### config.mk
export PLATFORM = sky130hd
export DESIGN_NAME = opcode_length_xor_framer
export DESIGN_NICKNAME = d
export VERILOG_FILES = /design/src/rtl/olxf_pkg.sv /design/src/rtl/opcode_length_xor_framer.sv /design/src/rtl/olxf_store.sv /design/src/rtl/olxf_rx.sv /design/src/rtl/olxf_drain.sv
export SDC_FILE = /design/constraint.sdc
export NUM_CORES = 1
export LEC_CHECK = 0
export ABC_AREA = 0
export BUFFER_PORTS_ARGS = -buffer_cell sky130_fd_sc_hd__buf_2
export CAP_MARGIN = 30
export CORE_MARGIN = 4
export CORE_UTILIZATION = 30
export CTS_BUF_LIST = sky130_fd_sc_hd__clkbuf_2 sky130_fd_sc_hd__clkbuf_4 sky130_fd_sc_hd__clkbuf_8
export CTS_CLUSTER_SIZE = 40
export DETAILED_ROUTE_END_ITERATION = 7
export GPL_ROUTABILITY_DRIVEN = 0
export HOLD_SLACK_MARGIN = 0.02
export PLACE_DENSITY = 0.51
export SYNTH_ARGS = -nofsm -noshare
export SYNTH_HDL_FRONTEND = slang
export SYNTH_SLANG_ARGS = --single-unit
### constraint.sdc
create_clock -name clk_i -period 3.7 [get_ports clk_i]
set_input_delay 0.37 -clock clk_i [delete_from_list [all_inputs] [get_ports clk_i]]
set_output_delay 0.37 -clock clk_i [all_outputs]
set_load 0.02 [all_outputs]
### src/rtl/olxf_pkg.sv
// ----------------------------------------------------------------------------
// olxf_pkg
// shared types and constants for the opcode/length/xor message framer
// ----------------------------------------------------------------------------
package olxf_pkg;

  typedef enum logic [2:0] {
    StOk      = 3'd0,
    StBadXor  = 3'd1,
    StCutOff  = 3'd2,
    StStray   = 3'd3,
    StTooLong = 3'd4
  } status_e;

  // event from the receive side to the output side, valid on an accepted byte
  typedef struct packed {
    logic    err;
    status_e status;
    logic    done;
  } rx_evt_t;

  localparam logic [7:0] OpcodeMin = 8'h80;
  localparam logic [7:0] SelMask   = 8'h60;
  localparam int         SelShift  = 5;
  localparam logic [6:0] LongMask  = 7'h7F;
  localparam logic [7:0] XorGood   = 8'hFF;

  localparam logic [1:0] SelLen2 = 2'd0;
  localparam logic [1:0] SelLen4 = 2'd1;
  localparam logic [1:0] SelLen6 = 2'd2;

  localparam logic [7:0] Len2 = 8'd2;
  localparam logic [7:0] Len4 = 8'd4;
  localparam logic [7:0] Len6 = 8'd6;

  localparam int MsgByteW = 8;
  localparam int IndexW   = 6;

endpackage

### src/rtl/opcode_length_xor_framer.sv
// ----------------------------------------------------------------------------
// opcode_length_xor_framer
// frames received serial bytes into opcode-led messages with an xor check
// ----------------------------------------------------------------------------
//  channel  | dir | tdata                          | tuser     | tlast
//  s_axis   | in  | [7:0] rx_byte                  | -         | -
//  m_axis   | out | [7:0] msg_byte, [13:8] byte_index | [2:0] status | last
//
//  one input byte is taken per cycle while no message is being read out and m_axis is not stalled
//  a good message is read from the store at one byte per cycle after the
//  closing byte while m_axis is not stalled, one store read port sets that rate
//  error results go straight to the result register and the next byte is taken alongside
//  reset clears the framing state; the store needs no clearing
//  m_axis_tready low holds a waiting result in its register and stops input
// ----------------------------------------------------------------------------
module opcode_length_xor_framer #(
  parameter int MAX_MESSAGE_BYTES = 32
) (
  input  logic        clk_i,
  input  logic        rst_ni,
  input  logic        s_axis_tvalid,
  output logic        s_axis_tready,
  input  logic [7:0]  s_axis_tdata,   // [7:0] rx_byte
  output logic        m_axis_tvalid,
  input  logic        m_axis_tready,
  output logic [15:0] m_axis_tdata,   // [7:0] msg_byte, [13:8] byte_index, [15:14] zero
  output logic [2:0]  m_axis_tuser,   // [2:0] status
  output logic        m_axis_tlast
);
  import olxf_pkg::*;

  localparam int AddrW = $clog2(MAX_MESSAGE_BYTES);
  localparam int CntW  = $clog2(MAX_MESSAGE_BYTES + 1);

  logic              acc;
  logic              we;
  logic [AddrW-1:0]  waddr;
  logic [7:0]        wdata;
  logic              re;
  logic [AddrW-1:0]  raddr;
  logic [7:0]        rdata;
  rx_evt_t           evt;
  logic [CntW-1:0]   len;
  logic [MsgByteW-1:0] ob;
  logic [IndexW-1:0] oi;
  status_e           os;

  assign acc = s_axis_tvalid && s_axis_tready;

  olxf_rx #(
    .MaxBytes (MAX_MESSAGE_BYTES),
    .AddrW    (AddrW),
    .CntW     (CntW)
  ) u_rx (
    .clk_i   (clk_i),
    .rst_ni  (rst_ni),
    .acc_i   (acc),
    .byte_i  (s_axis_tdata),
    .we_o    (we),
    .waddr_o (waddr),
    .wdata_o (wdata),
    .evt_o   (evt),
    .len_o   (len)
  );

  olxf_store #(
    .Depth (MAX_MESSAGE_BYTES),
    .AddrW (AddrW)
  ) u_store (
    .clk_i   (clk_i),
    .we_i    (we),
    .waddr_i (waddr),
    .wdata_i (wdata),
    .re_i    (re),
    .raddr_i (raddr),
    .rdata_o (rdata)
  );

  olxf_drain #(
    .AddrW (AddrW),
    .CntW  (CntW)
  ) u_drain (
    .clk_i        (clk_i),
    .rst_ni       (rst_ni),
    .evt_i        (evt),
    .len_i        (len),
    .in_ready_o   (s_axis_tready),
    .re_o         (re),
    .raddr_o      (raddr),
    .rdata_i      (rdata),
    .out_valid_o  (m_axis_tvalid),
    .out_ready_i  (m_axis_tready),
    .out_byte_o   (ob),
    .out_index_o  (oi),
    .out_last_o   (m_axis_tlast),
    .out_status_o (os)
  );

  assign m_axis_tdata = {2'b00, oi, ob};
  assign m_axis_tuser = os;

endmodule

### src/rtl/olxf_store.sv
// ----------------------------------------------------------------------------
// olxf_store
// message byte memory, one write port and one registered read port
// ----------------------------------------------------------------------------
module olxf_store #(
  parameter int Depth = 32,
  parameter int AddrW = 5
) (
  input  logic             clk_i,
  input  logic             we_i,
  input  logic [AddrW-1:0] waddr_i,
  input  logic [7:0]       wdata_i,
  input  logic             re_i,
  input  logic [AddrW-1:0] raddr_i,
  output logic [7:0]       rdata_o
);

  logic [7:0] mem_q [Depth];
  logic [7:0] rdata_q;

  always_ff @(posedge clk_i) begin
    if (we_i) begin
      mem_q[waddr_i] <= wdata_i;
    end
    if (re_i) begin
      rdata_q <= mem_q[raddr_i];
    end
  end

  assign rdata_o = rdata_q;

endmodule

### src/rtl/olxf_rx.sv
// ----------------------------------------------------------------------------
// olxf_rx
// receive side: length decode, byte count, running xor and store writes
// ----------------------------------------------------------------------------
module olxf_rx #(
  parameter int MaxBytes = 32,
  parameter int AddrW    = 5,
  parameter int CntW     = 6
) (
  input  logic                clk_i,
  input  logic                rst_ni,
  input  logic                acc_i,
  input  logic [7:0]          byte_i,
  output logic                we_o,
  output logic [AddrW-1:0]    waddr_o,
  output logic [7:0]          wdata_o,
  output olxf_pkg::rx_evt_t   evt_o,
  output logic [CntW-1:0]     len_o
);
  import olxf_pkg::*;

  logic            coll_q, coll_d;
  logic [CntW-1:0] cnt_q, cnt_d;
  logic [7:0]      exp_q, exp_d;
  logic            longp_q, longp_d;
  logic [7:0]      xor_q, xor_d;
  logic [1:0]      sel;
  logic [CntW-1:0] cnt_inc;
  logic            is_full;

  assign sel     = 2'((byte_i & SelMask) >> SelShift);
  assign cnt_inc = cnt_q + CntW'(1);
  assign is_full = (cnt_q >= CntW'(MaxBytes));

  always_comb begin
    coll_d  = coll_q;
    cnt_d   = cnt_q;
    exp_d   = exp_q;
    longp_d = longp_q;
    xor_d   = xor_q;
    we_o    = 1'b0;
    waddr_o = cnt_q[AddrW-1:0];
    wdata_o = byte_i;
    evt_o   = '{err: 1'b0, status: StOk, done: 1'b0};
    len_o   = cnt_inc;
    if (acc_i) begin
      if (byte_i >= OpcodeMin) begin
        if (coll_q) begin
          evt_o.err    = 1'b1;
          evt_o.status = StCutOff;
        end
        coll_d  = 1'b1;
        longp_d = 1'b0;
        case (sel)
          SelLen2: exp_d = Len2;
          SelLen4: exp_d = Len4;
          SelLen6: exp_d = Len6;
          default: begin
            exp_d   = '0;
            longp_d = 1'b1;
          end
        endcase
        xor_d   = byte_i;
        we_o    = 1'b1;
        waddr_o = '0;
        cnt_d   = CntW'(1);
      end else if (!coll_q) begin
        evt_o.err    = 1'b1;
        evt_o.status = StStray;
      end else if (is_full) begin
        evt_o.err    = 1'b1;
        evt_o.status = StTooLong;
        coll_d       = 1'b0;
        cnt_d        = '0;
        longp_d      = 1'b0;
      end else begin
        we_o = 1'b1;
        if (cnt_q == CntW'(1) && longp_q) begin
          exp_d   = {1'b0, byte_i[6:0] & LongMask};
          longp_d = 1'b0;
        end
        cnt_d = cnt_inc;
        xor_d = xor_q ^ byte_i;
        if (!longp_d && (8'(cnt_inc) == exp_d)) begin
          if (xor_d == XorGood) begin
            evt_o.done = 1'b1;
          end else begin
            evt_o.err    = 1'b1;
            evt_o.status = StBadXor;
          end
          coll_d  = 1'b0;
          cnt_d   = '0;
          longp_d = 1'b0;
        end
      end
    end
  end

  always_ff @(posedge clk_i or negedge rst_ni) begin
    if (!rst_ni) begin
      coll_q  <= 1'b0;
      cnt_q   <= '0;
      exp_q   <= '0;
      longp_q <= 1'b0;
      xor_q   <= '0;
    end else begin
      coll_q  <= coll_d;
      cnt_q   <= cnt_d;
      exp_q   <= exp_d;
      longp_q <= longp_d;
      xor_q   <= xor_d;
    end
  end

endmodule

### src/rtl/olxf_drain.sv
// ----------------------------------------------------------------------------
// olxf_drain
// output side: error results and read-out of a checked message from the store
// ----------------------------------------------------------------------------
module olxf_drain #(
  parameter int AddrW = 5,
  parameter int CntW  = 6
) (
  input  logic                              clk_i,
  input  logic                              rst_ni,
  input  olxf_pkg::rx_evt_t                 evt_i,
  input  logic [CntW-1:0]                   len_i,
  output logic                              in_ready_o,
  output logic                              re_o,
  output logic [AddrW-1:0]                  raddr_o,
  input  logic [7:0]                        rdata_i,
  output logic                              out_valid_o,
  input  logic                              out_ready_i,
  output logic [olxf_pkg::MsgByteW-1:0]     out_byte_o,
  output logic [olxf_pkg::IndexW-1:0]       out_index_o,
  output logic                              out_last_o,
  output olxf_pkg::status_e                 out_status_o
);
  import olxf_pkg::*;

  typedef enum logic [1:0] {
    DrIdle = 2'b01,
    DrBusy = 2'b10
  } drain_state_e;

  drain_state_e     state_q, state_d;
  logic [CntW-1:0]  len_q, len_d;
  logic [CntW-1:0]  rd_ptr_q, rd_ptr_d;
  logic             pend_q, pend_d;
  logic [AddrW-1:0] pend_idx_q, pend_idx_d;
  logic             ov_q, ov_d;
  logic [7:0]       ob_q, ob_d;
  logic [IndexW-1:0] oi_q, oi_d;
  logic             ol_q, ol_d;
  status_e          os_q, os_d;
  logic             out_free;
  logic             load;
  logic             busy;

  assign busy       = (state_q == DrBusy);
  assign out_free   = !ov_q || out_ready_i;
  assign in_ready_o = (state_q == DrIdle) && out_free;
  assign load       = busy && pend_q && out_free;
  assign re_o       = busy && (rd_ptr_q < len_q) && (!pend_q || load);
  assign raddr_o    = rd_ptr_q[AddrW-1:0];

  always_comb begin
    state_d    = state_q;
    len_d      = len_q;
    rd_ptr_d   = rd_ptr_q;
    pend_d     = pend_q;
    pend_idx_d = pend_idx_q;
    ov_d       = ov_q && !out_ready_i;
    ob_d       = ob_q;
    oi_d       = oi_q;
    ol_d       = ol_q;
    os_d       = os_q;
    case (state_q)
      DrIdle: begin
        if (evt_i.err) begin
          ov_d = 1'b1;
          ob_d = '0;
          oi_d = '0;
          ol_d = 1'b1;
          os_d = evt_i.status;
        end
        if (evt_i.done) begin
          state_d  = DrBusy;
          len_d    = len_i;
          rd_ptr_d = '0;
          pend_d   = 1'b0;
        end
      end
      DrBusy: begin
        if (load) begin
          ov_d   = 1'b1;
          ob_d   = rdata_i;
          oi_d   = IndexW'(pend_idx_q);
          ol_d   = ((CntW'(pend_idx_q) + CntW'(1)) == len_q);
          os_d   = StOk;
          pend_d = 1'b0;
        end
        if (re_o) begin
          pend_d     = 1'b1;
          pend_idx_d = rd_ptr_q[AddrW-1:0];
          rd_ptr_d   = rd_ptr_q + CntW'(1);
        end
        if (!pend_q && (rd_ptr_q == len_q)) begin
          state_d = DrIdle;
        end
      end
      default: state_d = DrIdle;
    endcase
  end

  always_ff @(posedge clk_i or negedge rst_ni) begin
    if (!rst_ni) begin
      state_q  <= DrIdle;
      len_q    <= '0;
      rd_ptr_q <= '0;
      pend_q   <= 1'b0;
      ov_q     <= 1'b0;
    end else begin
      state_q  <= state_d;
      len_q    <= len_d;
      rd_ptr_q <= rd_ptr_d;
      pend_q   <= pend_d;
      ov_q     <= ov_d;
    end
  end

  always_ff @(posedge clk_i) begin
    pend_idx_q <= pend_idx_d;
    ob_q       <= ob_d;
    oi_q       <= oi_d;
    ol_q       <= ol_d;
    os_q       <= os_d;
  end

  assign out_valid_o  = ov_q;
  assign out_byte_o   = ob_q;
  assign out_index_o  = oi_q;
  assign out_last_o   = ol_q;
  assign out_status_o = os_q;

`ifndef NO_ASSERTIONS
  a_err_is_last: assert property (@(posedge clk_i) disable iff (!rst_ni)
    (ov_q && os_q != StOk) |-> (ol_q && ob_q == '0 && oi_q == '0))
    else $error("error result without last flag or with payload");

  a_pend_in_busy: assert property (@(posedge clk_i) disable iff (!rst_ni)
    pend_q |-> busy)
    else $error("store read pending outside message read-out");

  a_no_accept_busy: assert property (@(posedge clk_i) disable iff (!rst_ni)
    busy |-> !in_ready_o)
    else $error("input ready during message read-out");

  a_ptr_bound: assert property (@(posedge clk_i) disable iff (!rst_ni)
    busy |-> (rd_ptr_q <= len_q))
    else $error("read pointer ran past message length");
`endif

endmodule
==> impl_metrics.json, run 1 <==
{
  "rsz0062_at_grt": "no",
  "drt_iter0_drc": 498,
  "die_y_um": 223,
  "antenna_found_initial": 1,
  "drt_first_pass_iters": 4,
  "finalClockSkew_ns": 0.0178,
  "portBuffers": 30,
  "synth_seq_area_share": 0.691,
  "regArea_sq_mm": 0.00960,
  "async_flop_share": 0.123,
  "cts_resized": 0,
  "maxSlewViolCount": 0,
  "synth-edff-count": 286,
  "synth.area.top_cells": "edfxtp_1, mux4_2, dfrtp_1, nor2_1, ha_1",
  "p_leak_nw": 5.55,
  "post_synth.cell_area_avg_sq_um": 17.0,
  "final_hold_viol_count": 0,
  "root_buffer": "clkbuf_8",
  "multi_input_area_sq_mm": 0.00405,
  "fin_nets": 950,
  "finalSetupViolCount": 0,
  "intPower_mw": 5.74,
  "drv_cap": 0,
  "end_kind": "flop",
  "fillCellCount": 4270,
  "min_to": "u_drain.out_valid_o",
  "post-route-drc-count": 0,
  "finalSetupTns_ns": 0,
  "r2r_cells": 10,
  "crit_type": "flop to flop",
  "syn_inst": 815,
  "die_area_sq_mm": 0.0498,
  "final_cells": 1563,
  "ant_nets": 0,
  "vdd_drop_max_uv": 217,
  "htree_levels": 2,
  "drive_gt1_frac": 0.296,
  "grt_pass1_vias": 7703,
  "place_hpwl_um": 20700,
  "r2r_start": "u_rx.cnt_q[1]",
  "wl_per_cell_um": 20.8,
  "ys_types": 60,
  "outcome": "finished, final reports clean",
  "design.core.area_sq_mm": 0.0456,
  "ys_ff_latch": 326,
  "finalPower_mw": 7.22,
  "place_ws_ns": 0.236,
  "netlist_area_sq_mm": 0.0139,
  "io_pins": 34,
  "regToRegSetupSlack_ns": 0.18,
  "start_kind": "flop",
  "power_frac_seq": 0.554,
  "clock_latency_ns": 0.58,
  "clock_sinks": 326,
  "relSlewSlack": 0.423,
  "period_share": 0.950,
  "grt_max_degree": 56,
  "yosysTopAreaCell": "edfxtp_1",
  "cp.required_ns": 3.99,
  "synth_common_cells": "edfxtp_1, mux4_2, nor2_1, nand2_1, dfrtp_1",
  "synthToLayoutAreaGrowth_pct": 16.8,
  "p_clk_frac": 0.430,
  "ys.flop_type": "edfxtp_1",
  "yosysTopAreaCellShare": 0.619,
  "synth_warnings": 0,
  "p_comb_frac": 0.016,
  "timing.rr.end": "u_drain.out_byte_o[3]",
  "holdPathStages": 4,
  "grt_pass1_wl_um": 49000,
  "power_density_mw_per_mm2": 445,
  "cts_buffer_depth": 3,
  "rows": 78,
  "p_sw_mw": 1.48,
  "timing.final.crit_period_ns": 3.52,
  "fin_ws_ns": 0.185,
  "hp-class": "primary input to flop",
  "totalWireLength_um": 32600,
  "p_sw_frac": 0.206,
  "die_x_um": 223,
  "yosysMostFrequentCell": "edfxtp_1",
  "start_util": 0.304,
  "place_inst": 1463,
  "cts_made_buffers": 54,
  "final_area_sq_mm": 0.0162,
  "min-delay-start": "m_axis_tready",
  "grt.total_usage": 0.129,
  "dpl_cell_area_sq_mm": 0.0151,
  "grt-ovfl-total": 0,
  "postCtsSetupBuffers": 0,
  "crit_fanout": 14,
  "postCtsHoldBufs": 1,
  "vias": 7611,
  "cts.reportedPaths.clkPinSlew_ns": 0.06,
  "cp_data_arrival_time_ns": 3.80,
  "max_freq_mhz": 284,
  "via_per_inst": 4.87,
  "cts_tree": "yes",
  "tightestPinTransition_ns": 0.866
}
==> cell usage in the layout, fill, tap and decap left out, drive strengths merged, types with 3 or more instances in the layout <==
cell	synthesis	final
clkinv	0	15
or2	4	4
xor2	12	12
a21oi	18	18
xnor2	5	5
buf	15	90
nand4	12	12
a21boi	3	3
nor2	61	61
a221o	3	3
ha	17	17
and2	15	15
dfrtp	39	39
o21ai	34	34
and3	7	7
o21a	4	4
inv	19	19
conb	1	3
a211oi	3	3
mux2i	4	4
a21o	4	4
nor2b	7	7
clkbuf	28	80
nand2	44	44
nor4b	4	4
mux4	80	80
a22o	7	7
mux2	13	13
a22oi	5	5
a31oi	3	3
nor3	6	6
edfxtp	286	286
nand2b	4	4
nand3	19	19
==> area by class of cell <==
| class | instances | share of cell area |
|---|---|---|
| Tap cell | 600 | 0.0463 |
| Timing Repair Buffer | 91 | 0.0423 |
| Multi-Input combinational cell | 429 | 0.250 |
| Clock buffer | 80 | 0.0590 |
| Inverter | 19 | 0.00440 |
| Antenna cell | 1 | 0.000154 |
| Sequential cell | 326 | 0.592 |
| Clock inverter | 17 | 0.00610 |
==> state kept, by name (all words and copies together) (netlist names), 3 cells and up <==
register / cells
u_drain.len_q: 6
u_drain.out_byte_o: 8
u_drain.out_index_o: 5
u_drain.out_status_o: 3
u_drain.pend_idx_q: 5
u_drain.rd_ptr_q: 6
u_rx.cnt_q: 6
u_rx.exp_q: 8
u_rx.xor_q: 8
u_store.mem_q: 256
u_store.rdata_o: 8
==> per-layer routing <==
metal,track usage,share of wire,vias to the layer above
li1,-,-,3445
met1,0.181,0.45,3936
met2,0.206,0.47,182
met3,0.0284,0.056,48
met4,0.0312,0.016,0
met5,0,0,-
==> worst max-delay path by stage <==
stage,from,cells past startpoint,slack (ns),end
final,u_rx.cnt_q[1],10,0.18,u_drain.out_byte_o[3]
after global routing,u_rx.cnt_q[1],10,0.05,u_drain.out_byte_o[4]
after CTS,u_rx.cnt_q[1],10,0.19,u_drain.out_byte_o[3]
after detailed placement,u_rx.cnt_q[1],10,0.24,u_drain.out_byte_o[3]
after global placement,u_rx.cnt_q[1],10,0.28,u_drain.out_byte_o[3]
after floorplan,u_rx.cnt_q[1],9,0.17,u_drain.out_byte_o[0]
==> cell families after synthesis <==
logic type	count (synthesis)	share of synthesized area
AOI/OAI and AO/OA	101	0.0486
adders and majority gates	17	0.0153
DFF	326	0.691
xor gates and xnor gates	17	0.0107
buffers and inverters	62	0.0183
and+or+nand+nor	194	0.0722
muxes	97	0.143
other	1	0.000270
==> power by group through the flow <==
stage                     clock network [mW]  logic [mW]  registers [mW]
after floorplan                            0      0.0258            4.08
after global placement                     0       0.112            4.08
after detailed placement                   0       0.114            4.08
after CTS                               3.20       0.115            4.00
after global routing                    3.38       0.126            4.00
final                                   3.10       0.115            4.00
==> critical path: stages, from the launching register on <==
cell and delay [ns]:
dfrtp_1 0.44, inv_1 0.16, ha_1 0.20, or4b_4 0.51, o21ai_1 0.23, a211oi_1 0.15
nor4b_4 0.33, nand4_4 0.13, or4b_4 0.52, a311oi_4 0.33, buf_12 0.19
==> through the flow <==
stage	hold slack (ns)	util
after floorplan	0.0744	-
after global placement	0.471	0.332
after detailed placement	0.472	0.332
after CTS	0.140	0.355
after global routing	0.181	0.356
final	0.200	0.356
No activity file was read; power rests on OpenSTA's default activity.
==> run 2: changes to the inputs <==
--- a/config.mk
+++ b/config.mk
@@ -16,6 +16,7 @@
 export GPL_ROUTABILITY_DRIVEN = 0
 export HOLD_SLACK_MARGIN = 0.02
 export PLACE_DENSITY = 0.51
+export REMOVE_ABC_BUFFERS = 1
 export SYNTH_ARGS = -nofsm -noshare
 export SYNTH_HDL_FRONTEND = slang
 export SYNTH_SLANG_ARGS = --single-unit
==> run 2 against run 1 <==
Critical path type unchanged; final area down 0.12%; setup slack better by 0.030 ns; largest cell class unchanged; sequential cell count unchanged; routed wire length up 4.1%; register-to-register slack better by 0.03 ns; clock power about the same; non-clock buffer count down 2; first-iteration DRC count up 57%.
==> impl_metrics.json, run 2 (synthesized netlist as in run 1, its figures left out) <==
{
  "cts_made_buffers": 54,
  "wl_met2_um": 15800,
  "cts_buffer_depth": 3,
  "vdd_drop_max_uv": 251,
  "power_density_mw_per_mm2": 447,
  "cp.required_ns": 3.99,
  "cts.reportedPaths.clkPinSlew_ns": 0.06,
  "totalWireLength_um": 33900,
  "slowest_delay_ns": 0.52,
  "hp-class": "primary input to flop",
  "period_share": 0.942,
  "wl_met1_um": 15700,
  "cp_data_arrival_time_ns": 3.77,
  "clock_sinks": 326,
  "root_buffer": "clkbuf_8",
  "max_freq_mhz": 287,
  "die_x_um": 223,
  "io_pins": 34,
  "cts_tree": "yes",
  "vias": 7699,
  "drt_first_pass_iters": 5,
  "wl_per_cell_um": 21.7,
  "rows": 78,
  "final_core_util": 0.355,
  "rsz0062_at_grt": "no",
  "clock_latency_ns": 0.60,
  "start_util": 0.304,
  "start_kind": "flop",
  "route.met3.wl_um": 1690,
  "ant_nets": 0,
  "grt_max_degree": 69,
  "finalSetupTns_ns": 0,
  "final_hold_viol_count": 0,
  "drt_iter0_drc": 782,
  "crit_path_frequent_cell": "or4b_4",
  "portBuffers": 30,
  "drv_cap": 0,
  "timing.final.crit_period_ns": 3.49,
  "drive_gt1_frac": 0.296,
  "largest_register_ffs": 256,
  "grt_pass1_vias": 7847,
  "diodes": 0,
  "crit_type": "flop to flop",
  "grt-ovfl-total": 0,
  "tightestPinTransition_ns": 0.805,
  "antenna_found_initial": 1,
  "mostFrequentLayoutCells": "edfxtp_1, mux4_2, nor2_1, clkbuf_8, buf_4",
  "design.core.area_sq_mm": 0.0456,
  "die_y_um": 223,
  "via_per_inst": 4.94,
  "postCtsSetupBuffers": 0,
  "outcome": "finished, final reports clean",
  "top_layer": "met4",
  "htree_levels": 2,
  "regToRegSetupSlack_ns": 0.21,
  "top_register": "u_store.mem_q",
  "grt_pass1_wl_um": 51700,
  "grt.total_usage": 0.136,
  "final_common_cell": "edfxtp_1",
  "worst_path_max_delay_cell": "or4b_4",
  "finalSetupViolCount": 0,
  "finalClockSkew_ns": 0.0185,
  "synthToLayoutAreaGrowth_pct": 16.7,
  "relSlewSlack": 0.461,
  "crit_fanout": 17,
  "p_leak_nw": 5.54,
  "path_cells": "inv_1 -> ha_1 -> or4b_4 -> o21ai_2 -> a211oi_1 -> nor4b_4 -> nand4_4 -> or4b_4 -> a311oi_4 -> buf_12",
  "maxSlewViolCount": 0,
  "die_area_sq_mm": 0.0498,
  "post-route-drc-count": 0,
  "fin_nets": 948,
  "place_hpwl_um": 21800,
  "end_kind": "flop"
}
run 2: changes by cell type in the layout (fill, tap and decap cells not counted):
cell / before / now
o21ai_2: 0 / 1
clkbuf_4: 23 / 21
buf_4: 54 / 53
dfrtp_4: 1 / 2
buf_12: 6 / 5
inv_8: 0 / 1
dfrtp_2: 1 / 0
clkinv_2: 4 / 5
o21ai_1: 5 / 4
clkinv_8: 0 / 1
clkbuf_8: 57 / 56
diode_2: 1 / 0
run 2: metrics by stage:
step	setup slack, ns	total power [mW]	instances	instance area, sq um	hold WS, ns
after detailed placement	0.226	4.20	1462	15100	0.327
final	0.215	7.24	1560	16200	0.191
after global placement	0.281	4.19	1461	15100	0.484
after global routing	0.0108	7.51	1560	16200	0.157
after floorplan	-0.617	4.10	774	13700	0.0744
after CTS	0.190	7.33	1560	16200	0.151
run 2: worst max-delay path: cells and delay by family (launching register included):
| family | cells | cell delay (ns) |
|---|---|---|
| fa+ha+maj | 1 | 0.20 |
| buf+inv | 2 | 0.35 |
| flops | 1 | 0.43 |
| compound gates | 3 | 0.64 |
| simple gates | 4 | 1.57 |
run 2: repair_timing:
action	4_1_cts	5_1_grt
endpoints found under the setup margin	0	17
gates resized for setup	0	2
endpoints found under the hold margin	16	0
hold buffers	1	0
run 2: worst paths after layout:
path | start | to | cells after the start
setup / recovery | u_rx.cnt_q[1] | u_drain.out_index_o[4] | 10
hold / removal | s_axis_tdata[5] | u_rx.xor_q[5] | 4
setup reg to reg | u_rx.cnt_q[1] | u_drain.out_index_o[4] | 10
hold reg to reg | u_drain.len_q[5] | u_drain.len_q[5] | 2
max in group asynchronous | rst_ni | u_drain.state_q[0] | 3
min in group asynchronous | rst_ni | u_rx.xor_q[3] | 2
run 2: area by class of cell:
cell class | count | area [sq um]
clock inverter | 20 | 131
fill | 4286 | 29400
inverter | 19 | 71.3
multi-input combinational | 429 | 4050
tap | 600 | 751
timing repair buffer | 89 | 658
clock buffer | 77 | 928
sequential | 326 | 9600
run 2: report_power, final:
| part | internal, mW | leakage, nW | switching (mW) |
|---|---|---|---|
| clock | 1.69 | 0.563 | 1.43 |
| combinational | 0.0218 | 1.94 | 0.0958 |
| sequential | 4.00 | 3.03 | 0.00351 |
run 2: routing by layer:
metal  global-route usage  vias to the layer above
met3               0.0261                       49
met1                0.197                     3998
met4               0.0376                        0
met2                0.211                      218
met5                    0                        -
li1                     -                     3434
==> run 3: changes to the inputs <==
--- a/config.mk
+++ b/config.mk
@@ -15,7 +15,6 @@
 export DETAILED_ROUTE_END_ITERATION = 7
 export GPL_ROUTABILITY_DRIVEN = 0
 export HOLD_SLACK_MARGIN = 0.02
-export PLACE_DENSITY = 0.51
 export REMOVE_ABC_BUFFERS = 1
 export SYNTH_ARGS = -nofsm -noshare
 export SYNTH_HDL_FRONTEND = slang
==> run 3 against run 2 <==
Global-route usage fell by 0.96 points; clock power fell by 6%; sequential power is essentially flat; setup slack got worse by 0.015 ns; sequential cell count stayed put; total power down 2.4%; via count fell by 1.0%; routed wire length fell by 6.3%; final area fell by 0.43%; highest routed layer unchanged.
==> impl_metrics.json, run 3 (synthesized netlist as in run 1, its figures left out) <==
{
  "outcome": "finished, final reports clean",
  "tightestPinTransition_ns": 0.895,
  "mostFrequentLayoutCells": "edfxtp_1, mux4_2, nor2_1, clkbuf_8, buf_4",
  "place_ws_ns": 0.121,
  "htree_levels": 2,
  "max_freq_mhz": 286,
  "finalSetupViolCount": 0,
  "end_kind": "flop",
  "place_inst": 1461,
  "final_area_sq_mm": 0.0161,
  "die_area_sq_mm": 0.0498,
  "drt_iter0_drc": 698,
  "io_pins": 34,
  "hp-class": "primary input to async pin",
  "final_cells": 1558,
  "cts_buffer_depth": 3,
  "top_register": "u_store.mem_q",
  "die_x_um": 223,
  "portBuffers": 30,
  "grt_pass1_vias": 7807,
  "final_common_cell": "edfxtp_1",
  "start_util": 0.304,
  "antenna_found_initial": 6,
  "maxSlewViolCount": 0,
  "crit_type": "flop to flop",
  "relSlewSlack": 0.401,
  "drv_cap": 0,
  "cp_data_arrival_time_ns": 3.79,
  "post-route-drc-count": 0,
  "totalWireLength_um": 31800,
  "final_hold_viol_count": 0,
  "rows": 78,
  "clock_sinks": 326,
  "final_core_util": 0.354,
  "design.core.area_sq_mm": 0.0456,
  "drt_first_pass_iters": 7,
  "ant_nets": 0,
  "root_buffer": "clkbuf_8",
  "rsz0062_at_grt": "no",
  "finalClockSkew_ns": 0.0265,
  "start_kind": "flop",
  "die_y_um": 223,
  "synthToLayoutAreaGrowth_pct": 16.2,
  "dpl_cell_area_sq_mm": 0.0151,
  "fin_ws_ns": 0.200,
  "vdd_drop_max_uv": 241,
  "cts.reportedPaths.clkPinSlew_ns": 0.06,
  "p_leak_nw": 5.50,
  "period_share": 0.946,
  "largest_register_ffs": 256,
  "fin_nets": 948,
  "via_per_inst": 4.89,
  "place_hpwl_um": 21100,
  "power_density_mw_per_mm2": 438,
  "clock_latency_ns": 0.58,
  "drive_gt1_frac": 0.294,
  "cts_tree": "yes",
  "grt_max_degree": 68,
  "vias": 7620,
  "grt.total_usage": 0.127,
  "grt_pass1_wl_um": 48600,
  "cts_made_buffers": 53,
  "cp.required_ns": 3.99,
  "crit_fanout": 15,
  "grt-ovfl-total": 0,
  "finalPower_mw": 7.06,
  "wl_per_cell_um": 20.4,
  "fillCellCount": 4281,
  "timing.final.crit_period_ns": 3.50
}
==> run 3: repair_timing <==
item | CTS | global route
buffers inserted | 0 | 1
endpoints found under the setup margin | 0 | 15
hold endpoints to repair | 39 | 0
resized for setup | 0 | 1
hold buffers | 1 | 0
==> run 3: per-layer routing <==
metal | global-route usage | share of wire | up-vias
li1 | - | - | 3435
met1 | 0.180 | 0.45 | 3907
met2 | 0.198 | 0.47 | 230
met3 | 0.0254 | 0.061 | 48
met4 | 0.0366 | 0.023 | 0
met5 | 0 | 0 | -
==> run 3: where the power goes <==
| part | internal [mW] | switching (mW) | leakage (nW) |
|---|---|---|---|
| registers | 4.00 | 0.00351 | 3.03 |
| logic | 0.0247 | 0.0921 | 1.93 |
| clock network | 1.60 | 1.35 | 0.533 |
==> run 3: path summary, 6_finish.rpt <==
path	start	endpoint	slack (ns)	cells past startpoint
worst max-delay path	u_rx.cnt_q[1]	u_drain.out_byte_o[3]	0.20	10
worst min-delay path	rst_ni	u_drain.state_q[1]	0.13	2
worst max register to register	u_rx.cnt_q[1]	u_drain.out_byte_o[3]	0.20	10
worst min register to register	u_drain.len_q[5]	u_drain.len_q[5]	0.48	2
max in group asynchronous	rst_ni	u_drain.rd_ptr_q[0]	3.13	3
min in group clk_i	s_axis_tdata[3]	u_rx.exp_q[3]	0.22	3
==> run 3: area by class of cell <==
type	count	area, sq um	share of cell area
diodes	1	2.50	0.000155
multi-input cells	429	4050	0.251
flip-flops and latches	326	9600	0.595
repair buffers	90	653	0.0405
clock inverters	15	68.8	0.00427
inverters	19	71.3	0.00442
well taps	600	751	0.0466
clock buffers	78	930	0.0577
==> run 3: metrics by stage <==
| step | hold WS, ns | TNS (ns) |
|---|---|---|
| 2_1_floorplan | 0.0744 | -12.23 |
| 3_3_place_gp | 0.471 | 0 |
| 3_5_place_dp | 0.477 | 0 |
| 4_1_cts | 0.165 | 0 |
| 5_1_grt | 0.133 | 0 |
| 6_report | 0.131 | 0 |
==> run 3: worst max-delay path, stage by stage, from the launching register on <==
cell and delay [ns]:
dfrtp_1 0.44, inv_1 0.16, ha_1 0.19, or4b_4 0.50
o21ai_1 0.22, a211oi_1 0.15, nor4b_4 0.36, nand4_4 0.14
or4b_4 0.52, a311oi_4 0.33, buf_12 0.20
